`src/rtl/imu_frame_parser_scaler_assert.svh`:
```
// Assertion macros for the IMU frame parser and scaler.
`ifndef IMU_FRAME_PARSER_SCALER_ASSERT_SVH
`define IMU_FRAME_PARSER_SCALER_ASSERT_SVH

`ifndef NO_ASSERTIONS

`define IMUFPS_ASSERT_SAME(label, clk, rst, ante, cons, msg) \
  label: assert property (@(posedge clk) disable iff (rst) (ante) |-> (cons)) \
    else $error(msg);

`define IMUFPS_ASSERT_NEXT(label, clk, rst, ante, cons, msg) \
  label: assert property (@(posedge clk) disable iff (rst) (ante) |=> (cons)) \
    else $error(msg);

`else

`define IMUFPS_ASSERT_SAME(label, clk, rst, ante, cons, msg)

`define IMUFPS_ASSERT_NEXT(label, clk, rst, ante, cons, msg)

`endif

`endif

```
`src/rtl/imufps_pkg.sv`:
```
// Shared types, constants and helpers for the IMU frame parser and scaler.
`default_nettype none

package imufps_pkg;

  localparam int BYTE_W      = 8;
  localparam int GAIN_W      = 16;
  localparam int KIND_W      = 2;
  localparam int IDX_W       = 3;
  localparam int RAW_W       = 16;
  localparam int SCALED_W    = 17;
  localparam int CFG_IDX_W   = 3;
  localparam int CFG_DATA_W  = 16;
  localparam int SCALE_SHIFT = 15;

  typedef enum logic [2:0] {
    PH_HUNT1,
    PH_HUNT2,
    PH_TYPE,
    PH_SKIP,
    PH_LOW,
    PH_HIGH,
    PH_TAIL
  } phase_t;

  typedef enum logic [CFG_IDX_W-1:0] {
    REG_SYNC       = 3'd0,
    REG_ANGLE_GAIN = 3'd1,
    REG_QUAT_GAIN  = 3'd2,
    REG_ACCEL_GAIN = 3'd3,
    REG_GYRO_GAIN  = 3'd4
  } cfg_reg_t;

  localparam logic [KIND_W-1:0] KIND_ANGLE = 2'd0;
  localparam logic [KIND_W-1:0] KIND_QUAT  = 2'd1;
  localparam logic [KIND_W-1:0] KIND_IMU   = 2'd2;

  localparam logic [BYTE_W-1:0] TYPE_FIRST = 8'h01;
  localparam logic [BYTE_W-1:0] TYPE_LAST  = 8'h03;

  localparam logic [BYTE_W-1:0] SYNC_RESET       = 8'h55;
  localparam logic [GAIN_W-1:0] ANGLE_GAIN_RESET = 16'd46080;
  localparam logic [GAIN_W-1:0] QUAT_GAIN_RESET  = 16'd256;
  localparam logic [GAIN_W-1:0] ACCEL_GAIN_RESET = 16'd5018;
  localparam logic [GAIN_W-1:0] GYRO_GAIN_RESET  = 16'd23040;

  // accel words come first in the IMU frame, rate words after
  localparam logic [IDX_W-1:0] IMU_GYRO_FIRST = 3'd3;

  typedef struct packed {
    logic [KIND_W-1:0] kind;
    logic [IDX_W-1:0]  idx;
    logic [RAW_W-1:0]  raw;
    logic [GAIN_W-1:0] gain;
    logic              last;
  } word_item_t;

  function automatic logic [IDX_W-1:0] words_in_kind(input logic [KIND_W-1:0] kind);
    logic [IDX_W-1:0] n;
    unique case (kind)
      KIND_ANGLE: n = 3'd3;
      KIND_QUAT:  n = 3'd4;
      KIND_IMU:   n = 3'd6;
      default:    n = 3'd0;
    endcase
    return n;
  endfunction

endpackage

`default_nettype wire

```
`src/rtl/imufps_if.sv`:
```
// Valid/ready channel interfaces: received bytes, word results, register writes.
`default_nettype none

interface imufps_byte_if;
  logic                           valid;
  logic                           ready;
  logic [imufps_pkg::BYTE_W-1:0]  rx_byte;

  modport source (output valid, output rx_byte, input ready);
  modport sink (input valid, input rx_byte, output ready);
endinterface

interface imufps_result_if;
  logic                                  valid;
  logic                                  ready;
  logic [imufps_pkg::KIND_W-1:0]         frame_kind;
  logic [imufps_pkg::IDX_W-1:0]          field_index;
  logic signed [imufps_pkg::RAW_W-1:0]   raw_value;
  logic signed [imufps_pkg::SCALED_W-1:0] scaled_value;
  logic                                  last_field;

  modport source (output valid, output frame_kind, output field_index, output raw_value,
                  output scaled_value, output last_field, input ready);
  modport sink (input valid, input frame_kind, input field_index, input raw_value,
                input scaled_value, input last_field, output ready);
endinterface

interface imufps_cfg_if;
  logic                              valid;
  logic                              ready;
  logic [imufps_pkg::CFG_IDX_W-1:0]  index;
  logic [imufps_pkg::CFG_DATA_W-1:0] data;

  modport source (output valid, output index, output data, input ready);
  modport sink (input valid, input index, input data, output ready);
endinterface

`default_nettype wire

```
`src/rtl/imufps_parser.sv`:
```
// Frame parser: config registers, sync/type state machine, word assembly and gain select.
`default_nettype none

module imufps_parser (
  input  wire logic                    clk,
  input  wire logic                    rst,
  imufps_byte_if.sink                  rx,
  imufps_cfg_if.sink                   cfg,
  input  wire logic                    down_ready,
  output      logic                    word_valid,
  output      imufps_pkg::word_item_t  word_item
);
  import imufps_pkg::*;

  logic [BYTE_W-1:0] sync_value;
  logic [GAIN_W-1:0] angle_gain;
  logic [GAIN_W-1:0] quat_gain;
  logic [GAIN_W-1:0] accel_gain;
  logic [GAIN_W-1:0] gyro_gain;

  phase_t            phase;
  phase_t            phase_next;
  logic [IDX_W-1:0]  byte_count;
  logic [KIND_W-1:0] frame_type;
  logic [BYTE_W-1:0] low_byte_hold;

  logic              advance;
  logic              take;
  logic [BYTE_W-1:0] b;
  logic              sync_hit;
  logic              type_ok;
  logic              word_last;
  logic [GAIN_W-1:0] gain_sel;

  assign cfg.ready = 1'b1;
  assign advance   = !word_valid || down_ready;
  assign rx.ready  = advance;
  assign take      = rx.valid && advance;
  assign b         = rx.rx_byte;

  always_ff @(posedge clk) begin
    if (rst) begin
      sync_value <= SYNC_RESET;
      angle_gain <= ANGLE_GAIN_RESET;
      quat_gain  <= QUAT_GAIN_RESET;
      accel_gain <= ACCEL_GAIN_RESET;
      gyro_gain  <= GYRO_GAIN_RESET;
    end else if (cfg.valid) begin
      unique case (cfg.index)
        REG_SYNC:       sync_value <= cfg.data[BYTE_W-1:0];
        REG_ANGLE_GAIN: angle_gain <= cfg.data;
        REG_QUAT_GAIN:  quat_gain  <= cfg.data;
        REG_ACCEL_GAIN: accel_gain <= cfg.data;
        REG_GYRO_GAIN:  gyro_gain  <= cfg.data;
        default: ;
      endcase
    end
  end

  // decode of the current byte and frame position
  always_comb begin
    sync_hit  = (b == sync_value);
    type_ok   = (b >= TYPE_FIRST) && (b <= TYPE_LAST);
    word_last = ({1'b0, byte_count} + 4'd1) >= {1'b0, words_in_kind(frame_type)};
    priority if (frame_type == KIND_ANGLE) begin
      gain_sel = angle_gain;
    end else if (frame_type == KIND_QUAT) begin
      gain_sel = quat_gain;
    end else if (byte_count < IMU_GYRO_FIRST) begin
      gain_sel = accel_gain;
    end else begin
      gain_sel = gyro_gain;
    end
  end

  always_comb begin
    phase_next = phase;
    if (take) begin
      unique case (phase)
        PH_HUNT1: phase_next = sync_hit ? PH_HUNT2 : PH_HUNT1;
        PH_HUNT2: phase_next = sync_hit ? PH_TYPE : PH_HUNT1;
        PH_TYPE:  phase_next = type_ok ? PH_SKIP : PH_HUNT1;
        PH_SKIP:  phase_next = PH_LOW;
        PH_LOW:   phase_next = PH_HIGH;
        PH_HIGH:  phase_next = word_last ? PH_TAIL : PH_LOW;
        PH_TAIL:  phase_next = PH_HUNT1;
        default:  phase_next = PH_HUNT1;
      endcase
    end
  end

  always_ff @(posedge clk) begin
    if (rst) begin
      phase         <= PH_HUNT1;
      byte_count    <= '0;
      frame_type    <= '0;
      low_byte_hold <= '0;
    end else begin
      phase <= phase_next;
      if (take) begin
        if (phase == PH_TYPE && type_ok) begin
          frame_type <= KIND_W'(b - TYPE_FIRST);
          byte_count <= '0;
        end
        if (phase == PH_LOW) begin
          low_byte_hold <= b;
        end
        if (phase == PH_HIGH) begin
          byte_count <= word_last ? '0 : byte_count + 3'd1;
        end
      end
    end
  end

  always_ff @(posedge clk) begin
    if (rst) begin
      word_valid <= 1'b0;
    end else if (advance) begin
      word_valid <= take && (phase == PH_HIGH);
    end
  end

  always_ff @(posedge clk) begin
    if (advance) begin
      word_item.kind <= frame_type;
      word_item.idx  <= byte_count;
      word_item.raw  <= {b, low_byte_hold};
      word_item.gain <= gain_sel;
      word_item.last <= word_last;
    end
  end

endmodule

`default_nettype wire

```
`src/rtl/imufps_scaler.sv`:
```
// Gain multiply and result register with output handshake.
`default_nettype none

module imufps_scaler (
  input  wire logic                    clk,
  input  wire logic                    rst,
  input  wire logic                    word_valid,
  input  wire imufps_pkg::word_item_t  word_item,
  output      logic                    up_ready,
  imufps_result_if.source              res
);
  import imufps_pkg::*;

  logic signed [RAW_W+GAIN_W:0] prod;
  logic signed [RAW_W+GAIN_W:0] prod_shr;

  // signed raw times unsigned gain, floor via arithmetic shift
  assign prod     = $signed(word_item.raw) * $signed({1'b0, word_item.gain});
  assign prod_shr = prod >>> SCALE_SHIFT;
  assign up_ready = !res.valid || res.ready;

  always_ff @(posedge clk) begin
    if (rst) begin
      res.valid <= 1'b0;
    end else if (up_ready) begin
      res.valid <= word_valid;
    end
  end

  always_ff @(posedge clk) begin
    if (up_ready) begin
      res.frame_kind   <= word_item.kind;
      res.field_index  <= word_item.idx;
      res.raw_value    <= $signed(word_item.raw);
      res.scaled_value <= prod_shr[SCALED_W-1:0];
      res.last_field   <= word_item.last;
    end
  end

endmodule

`default_nettype wire

```
`src/rtl/imu_frame_parser_scaler.sv`:
```
// Top level of the IMU frame parser and scaler.
//
// rx carries one received serial byte per item; res carries one item per
// completed 16-bit word: frame kind, field index, raw word, scaled word and a
// last-field flag. cfg writes the sync byte value and the four gains; index
// is the register number, writes beyond the last register are dropped, and
// cfg is always ready.
// The edge that takes the high byte of a word loads it into the parser's word
// register; from there it passes through the single 16x17 multiply, which is
// combinational, into the result register. One byte is taken every cycle
// while rx.ready is high. When res stalls, the result and the word register
// each hold one item, then rx.ready drops until res is taken. Reset (rst,
// synchronous) returns the parser to hunting the first sync byte, loads the
// register defaults and empties both stages; there is no clearing pass.
`default_nettype none
`include "imu_frame_parser_scaler_assert.svh"

module imu_frame_parser_scaler (
  input  wire logic       clk,
  input  wire logic       rst,
  imufps_byte_if.sink     rx,
  imufps_cfg_if.sink      cfg,
  imufps_result_if.source res
);
  import imufps_pkg::*;

  logic       word_valid;
  word_item_t word_item;
  logic       scaler_ready;

  imufps_parser u_parser (
    .clk        (clk),
    .rst        (rst),
    .rx         (rx),
    .cfg        (cfg),
    .down_ready (scaler_ready),
    .word_valid (word_valid),
    .word_item  (word_item)
  );

  imufps_scaler u_scaler (
    .clk        (clk),
    .rst        (rst),
    .word_valid (word_valid),
    .word_item  (word_item),
    .up_ready   (scaler_ready),
    .res        (res)
  );

  `IMUFPS_ASSERT_NEXT(a_word_holds, clk, rst, word_valid && !scaler_ready,
    word_valid && $stable(word_item), "word item lost while stalled")
  `IMUFPS_ASSERT_NEXT(a_word_moves, clk, rst, word_valid && scaler_ready,
    res.valid, "word item not moved to result")
  `IMUFPS_ASSERT_SAME(a_last_pos, clk, rst, res.valid && res.last_field,
    (res.frame_kind == KIND_ANGLE && res.field_index == 3'd2) ||
    (res.frame_kind == KIND_QUAT && res.field_index == 3'd3) ||
    (res.frame_kind == KIND_IMU && res.field_index == 3'd5), "last flag misplaced")

endmodule

`default_nettype wire
```
`src/flat_wrapper.sv`:
```
// flat-port wrapper written by rule: the top's interface ports become plain ports
module imu_frame_parser_scaler_flat import imufps_pkg::*;
  (clk, rst, rx_valid, rx_rx_byte, rx_ready, cfg_valid, cfg_index, cfg_data, cfg_ready, res_valid, res_frame_kind, res_field_index, res_raw_value, res_scaled_value, res_last_field, res_ready);
  imufps_byte_if rx_i ();
  imufps_cfg_if cfg_i ();
  imufps_result_if res_i ();
  input  wire logic clk;
  input  wire logic rst;
  input wire logic [$bits(rx_i.valid)-1:0] rx_valid;
  input wire logic [$bits(rx_i.rx_byte)-1:0] rx_rx_byte;
  output wire logic [$bits(rx_i.ready)-1:0] rx_ready;
  input wire logic [$bits(cfg_i.valid)-1:0] cfg_valid;
  input wire logic [$bits(cfg_i.index)-1:0] cfg_index;
  input wire logic [$bits(cfg_i.data)-1:0] cfg_data;
  output wire logic [$bits(cfg_i.ready)-1:0] cfg_ready;
  output wire logic [$bits(res_i.valid)-1:0] res_valid;
  output wire logic [$bits(res_i.frame_kind)-1:0] res_frame_kind;
  output wire logic [$bits(res_i.field_index)-1:0] res_field_index;
  output wire logic [$bits(res_i.raw_value)-1:0] res_raw_value;
  output wire logic [$bits(res_i.scaled_value)-1:0] res_scaled_value;
  output wire logic [$bits(res_i.last_field)-1:0] res_last_field;
  input wire logic [$bits(res_i.ready)-1:0] res_ready;
  assign rx_i.valid = rx_valid;
  assign rx_i.rx_byte = rx_rx_byte;
  assign rx_ready = rx_i.ready;
  assign cfg_i.valid = cfg_valid;
  assign cfg_i.index = cfg_index;
  assign cfg_i.data = cfg_data;
  assign cfg_ready = cfg_i.ready;
  assign res_valid = res_i.valid;
  assign res_frame_kind = res_i.frame_kind;
  assign res_field_index = res_i.field_index;
  assign res_raw_value = res_i.raw_value;
  assign res_scaled_value = res_i.scaled_value;
  assign res_last_field = res_i.last_field;
  assign res_i.ready = res_ready;
  imu_frame_parser_scaler u_core (.clk(clk), .rst(rst), .rx(rx_i), .cfg(cfg_i), .res(res_i));
endmodule
```
`config.mk`:
```
export PLATFORM = sky130hd
export DESIGN_NAME = imu_frame_parser_scaler_flat
export DESIGN_NICKNAME = d
export VERILOG_FILES = /design/src/rtl/imufps_pkg.sv /design/src/rtl/imufps_if.sv /design/src/rtl/imufps_parser.sv /design/src/rtl/imufps_scaler.sv /design/src/rtl/imu_frame_parser_scaler.sv /design/src/flat_wrapper.sv
export VERILOG_INCLUDE_DIRS = /design/src /design/src/rtl
export SDC_FILE = /design/constraint.sdc
export NUM_CORES = 1
export LEC_CHECK = 0
export BUFFER_PORTS_ARGS = -buffer_cell sky130_fd_sc_hd__buf_4
export CORE_ASPECT_RATIO = 0.6
export CORE_MARGIN = 2
export CORE_UTILIZATION = 55
export CTS_CLUSTER_SIZE = 16
export DETAILED_ROUTE_END_ITERATION = 10
export HOLD_SLACK_MARGIN = 0.06
export PLACE_DENSITY = 0.84
export SLEW_MARGIN = 20
export SYNTH_ARGS = -nofsm -noshare
export SYNTH_HDL_FRONTEND = slang
export SYNTH_SLANG_ARGS = --single-unit
```
`constraint.sdc`:
```
create_clock -name clk -period 6.4 [get_ports clk]
set_input_delay 0.64 -clock clk [delete_from_list [all_inputs] [get_ports clk]]
set_output_delay 0.64 -clock clk [all_outputs]
set_load 0.05 [all_outputs]
```
Yosys cells after proc, flatten, opt, wreduce, memory -nomap -nowiden
Cells that the tools add are included.
{"block": "word_totals", "regBits": 167}
{"block": "op_classes", "n_eq_ne": 12, "n_reduce_logical": 20, "n_lt_le_gt_ge": 4, "addsub": 3, "n_mul": 1, "mux": 12}
{"op": "$mux 16", "n": 3}
{"op": "$mul 16x17->32", "n": 1}
{"op": "$pmux 3 s6", "n": 1}
{"op": "$reduce_and 2->1", "n": 8}
{"op": "$eq 3x2->1 const B", "n": 4}
{"op": "$eq 3x3->1 const B", "n": 3}
{"op": "$mux 3", "n": 3}
{"op": "$pmux 3 s3", "n": 1}
{"op": "$eq 8x8->1", "n": 1}
{"op": "$ge 8x1->1 const B", "n": 1}
{"op": "$le 8x2->1 const B", "n": 1}
{"op": "$eq 3x1->1 const B", "n": 2}
{"op": "$logic_not 3->1", "n": 2}
{"op": "$mux 2", "n": 3}
{"op": "$add 3x1->4 const B", "n": 1}
{"op": "$ge 4x3->1", "n": 1}
{"op": "$logic_and 1x1->1", "n": 4}
{"op": "$add 3x1->3 const B", "n": 1}
{"op": "$lt 3x2->1 const B", "n": 1}
{"op": "$eq 2x1->1 const B", "n": 1}
{"op": "$eq 2x2->1 const B", "n": 1}
{"op": "$logic_not 1->1", "n": 2}
{"op": "$logic_not 2->1", "n": 1}
{"op": "$logic_or 1x1->1", "n": 2}
{"op": "3 further kinds", "n": 3}

Logic depth before layout (Yosys ltp)
{"block": "logic_depth", "ltp_word": 5, "ltp_mapped": 22, "mapped_depth_nobuf": 21}

Modules after synthesis
From an unflattened synthesis, not the netlist that was laid out.
{"block": "unflattened", "cells_unflattened": 1623, "hier_area_um2": 15094.5}
{"mod": "imufps_scaler", "seq_area_each_um2": 1191.1, "n_inst": 1, "cells_each": 1057, "area_per_inst_um2": 9851.9}
{"mod": "imufps_parser", "seq_area_each_um2": 2922.8, "n_inst": 1, "cells_each": 566, "area_per_inst_um2": 5242.5}

Least setup slack after synthesis
No wires, ideal clock.
{"block": "synth_timing", "kind": "reg2reg", "start": "reg, netlist name u_core.u_parser.word_item[21]", "end": "reg u_core.u_scaler.res.scaled_value[11] (data pin)", "t_arrival_ns": 5.493, "path_slack_ns": 0.633, "path_stages_with_launch": 21, "t_required_ns": 6.126, "setup_time_ns": 0.274, "path_cell_list": "edfxtp_1 > clkbuf_1 > and2_1 > fa_1 > inv_1 > fa_1 > fa_1 > inv_1 > fa_1 > fa_1 > inv_1 > fa_1 > inv_1 > ha_1 > a21oi_1 > o211ai_1 > nand2_1 > nand2_1 > a2111oi_1 > o41ai_1 > xor2_1"}
{"block": "synth_via", "elab_chain_cells": 1}
{"element": "$mul 16x17->32", "line_no": "imufps_scaler.sv:18", "rtl": "assign prod = $signed(word_item.raw) * $signed({1'b0, word_item.gain});"}
{"element": "via u_core.u_scaler.prod[26]", "line_no": "imufps_scaler.sv:14", "rtl": "logic signed [RAW_W+GAIN_W:0] prod;"}
{"element": "to (signal assigned)", "line_no": "imufps_scaler.sv:35", "rtl": "res.scaled_value <= prod_shr[SCALED_W-1:0];"}
{"element": "to (decl)", "line_no": "imufps_if.sv:23", "rtl": "output scaled_value, output last_field, input ready);"}
The timed path passes the listed nets, and every way through them passes these cells.
A chain may end at the register's enable or synchronous reset.

Worst setup path in the final report
{"block": "layout_timing", "start": "reg, netlist name u_core.u_parser.word_item[27]", "end": "reg u_core.u_scaler.res.scaled_value[3] (data pin)"}
{"block": "layout_via", "elab_chain_cells": 1}
{"element": "$mul 16x17->32", "line_no": "imufps_scaler.sv:18"}
{"element": "via u_core.u_scaler.prod[18]", "line_no": "imufps_scaler.sv:14"}
The timed path passes the listed nets, and every way through them passes these cells.

==> summary.txt <==
Detailed routing
  – Remaining antenna violation count: 0
  – Initial DRC count: 987
  – Routed Wire Length: 37,700 µm
  – DRC: 0
  – Routed vias: approximately 12,000
  – WL per Instance: 18.1 µm
  – 1st-pass router iterations: 6
  – Via density: 5.57

STA
  – Post-Route Skew: between 15 and 20 ps
  – Worst-Margin Slew: between 1000 and 1500 ps
  – Fmax: 0.157 GHz
  – Period utilization: between 90 and 100%
  – Tmin final: 6380 ps
  – Setup-failing EPs final: 0
  – Max-slew violations: 0
  – Hold slack: around 420 ps
  – Slew headroom: between 30% and 40%
  – Final hold violations: 0

Worst setup path
  – CP Data Required Time: 6600 ps
  – Worst setup endpoint: u_core.u_scaler.res.scaled_value[3]
  – CP startpoint kind: register
  – Crit path from: u_core.u_parser.word_item[27]
  – Reg2Reg Depth: 17
  – RR Startpoint: u_core.u_parser.word_item[27]
  – CP Max Fanout: 9
  – Critical path capture point type: register
  – FF-to-FF setup slack: 20 ps
  – Critical R2R Capture: u_core.u_scaler.res.scaled_value[3]
  – WS Path Type: register to register
  – Worst EP arrival: 6570 ps

Clocking
  – CTS tree: done
  – Root Driver: clkbuf_16
  – Latest clock arrival within the worst-skew pair: 450 ps
  – Clk buf depth: 2
  – Worst-path clk slew: 70 ps
  – TritonCTS buffer count: 17
  – CTS H-tree depth: 4
  – Clock sinks: 167

Run
  – Max Cap Viol: 0

Place
  – Routability Congestion: 0.910
  – DP HPWL: 28,500 µm
  – # port buffers: 72
  – Placed Area: 16,000 µm²

Floorplanning
  – Starting density of the core: 56.3%
  – Ports: 74
  – Die footprint: 28,500 µm²
  – Die X-Extent: 217 µm
  – CORE AREA: 26,500 µm²
  – Die H: 132 µm
  – Rows: 46

Yosys
  – Leading area contributor after synthesis: fa_1
  – Synth async-reset ratio: 0%
  – Synth Instances: 1,604
  – Post-synthesis adder-cell area fraction: about 36%
  – Complex-gate fraction of the synthesized area: 7.07%
  – Largest family of logic cells by synthesized area: adder cells
  – Syn Nets: 1,953
  – Unique masters post-synth: between 50 and 60
  – Mapped Avg Cell Area: 9.31 µm²
  – Synth top area cells: fa_1 (26%), edfxtp_1 (15%), dfxtp_1 (12%), ha_1 (10%), nand2_1 (8.1%)
  – Share of the synthesized area in the top cell type: 25.9%
  – Post-Synth XOR/XNOR Area: roughly 1.8%
  – Sequential cell area fraction in the yosys report: 27.6%
  – Mapped Area: 14,900 µm²
  – Number of flops mapped to enable cells by yosys: 77
  – Synth warn: 0
  – Mux cell area share after synthesis: roughly 1.1%
  – Simple-Gate Fraction of Synth Area: 18.3%
  – #FFs+latches synth: 167
  – Ys flop type: dfxtp_1

Global route
  – Vias in the first global route: 11,700
  – Initial antenna violation count: 1
  – First-pass GRT wire length: 60,500 µm
  – Total grt overflow: 0
  – Largest net degree at the start of global routing: 91
  – GR Util All Layers: between 20% and 30%

Outcome
  – Status: complete, no violations

Layout
  – Fin nets: 2,056
  – Proportion of layout cells with a drive suffix above 1: 11.8%
  – Commonest non-fill, non-tap cell in the layout: nand2_1
  – ANT cells: 0
  – Cell area after layout: between 15,000 and 20,000 µm²
  – Filler cells: 2,069
  – Layout area overhead: 13.2%
  – Most frequent cells in the layout: nand2_1 (321), inv_1 (245), fa_1 (193)

Pwr
  – Worst vdd ir: 370 µV
  – P_leak: 8.03 nW
  – Pwr dens: 218 nW/µm²

Min path
  – HP Class: register to register
-- critical path: stages (launching register included) --
cell	delay, ps
edfxtp_1	600
nand2_1	210
fa_1	570
inv_1	50
fa_1	560
fa_1	460
fa_1	480
fa_1	540
inv_1	60
fa_1	530
inv_1	40
ha_1	400
and3_1	340
nand4_1	160
a2111oi_0	700
buf_4	210
or4_1	130
xor2_1	80
-- layer usage --
metal  share of wire [%]  vias up  track usage, %
met3                  11       72            7.99
met5               0.034        -               0
li1                    -     5262               -
met2                  45      590            41.3
met4                 2.0        2            6.74
met1                  43     5657            38.3
-- state kept, by name, indices dropped and copies added (netlist names), 8 cells and up --
name / flops
u_core.u_scaler.res.raw_value: 16
u_core.u_parser.quat_gain: 16
u_core.u_parser.gyro_gain: 16
u_core.u_parser.word_item: 38
u_core.u_parser.low_byte_hold: 8
u_core.u_parser.sync_value: 8
u_core.u_parser.angle_gain: 16
u_core.u_scaler.res.scaled_value: 17
u_core.u_parser.accel_gain: 16
-- where the power goes --
group	leakage, nW	internal (mW)	switching (mW)	total, mW
combinational	6.12	0.470	0.865	1.34
clock	0.305	0.628	0.456	1.08
sequential	1.60	1.22	0.0479	1.27
total	8.03	2.32	1.37	3.69
-- synthesized netlist by cell type, drive strengths merged, types with 3 or more instances --
library cell	count
a2111oi	3
a211oi	7
a21o	5
a21oi	110
a31oi	5
and2	112
and3	3
buf	6
clkbuf	59
dfxtp	90
edfxtp	77
fa	193
ha	124
inv	247
mux2i	16
nand2	323
nand2b	11
nand3	18
nand3b	23
nand4	10
nor2	53
nor2b	9
nor3	8
o211ai	3
o21ai	32
o21bai	6
xnor2	19
xor2	11
-- repair_timing --
action,4_1_cts,5_1_grt
setup endpoints to repair,0,8
gates resized for setup,0,3
hold buffers,0,0
buffers inserted,0,39
-- logic make-up (layout without fill, tap and decap cells) --
group | count (synthesis) | in the layout
simple gates | 582 | 582
fa+ha+maj | 317 | 317
buf+inv | 312 | 428
compound gates | 179 | 179
flops | 167 | 167
xor+xnor | 30 | 30
mux | 16 | 16
other cells | 1 | 1
-- metrics by stage --
stage / cells / TNS, ps / setup WS (ps) / total power, mW / util (%)
after detailed placement: 2009 / 0 / 126 / 2.57 / 60.1
after global routing: 2080 / -37.2 / -17.8 / 3.87 / 63.7
after global placement: 2009 / 0 / 179 / 2.54 / 60.1
after CTS: 2041 / 0 / 86.8 / 3.66 / 62.4
final: 2080 / 0 / 24.7 / 3.69 / 63.7
after floorplan: 1604 / 0 / 633 / 2.18 / -
-- cell type report --
| class | count | area (µm²) | area share, % |
|---|---|---|---|
| Tap cell | 360 | 450 | 2.67 |
| Clock inverter | 7 | 76.3 | 0.452 |
| Sequential cell | 167 | 4110 | 24.3 |
| Timing Repair Buffer | 149 | 1140 | 6.77 |
| Multi-Input combinational cell | 1125 | 9650 | 57.1 |
| Clock buffer | 25 | 538 | 3.18 |
| Inverter | 247 | 927 | 5.49 |
-- worst min path at each step --
stage | start | to | depth (start not counted) | slack, ps
floorplan | u_core.u_parser.word_item[33] | u_core.u_scaler.res.field_index[0] | 0 | 400
global placement | u_core.u_parser.word_item[35] | u_core.u_scaler.res.field_index[2] | 0 | 400
detailed placement | u_core.u_parser.word_item[35] | u_core.u_scaler.res.field_index[2] | 0 | 410
CTS | u_core.u_parser.word_item[35] | u_core.u_scaler.res.field_index[2] | 0 | 420
global route | rx_rx_byte[6] | u_core.u_parser.word_item[31] | 1 | 420
finish | u_core.u_parser.word_item[35] | u_core.u_scaler.res.field_index[2] | 0 | 420
Power figures use the tool's default switching activity.
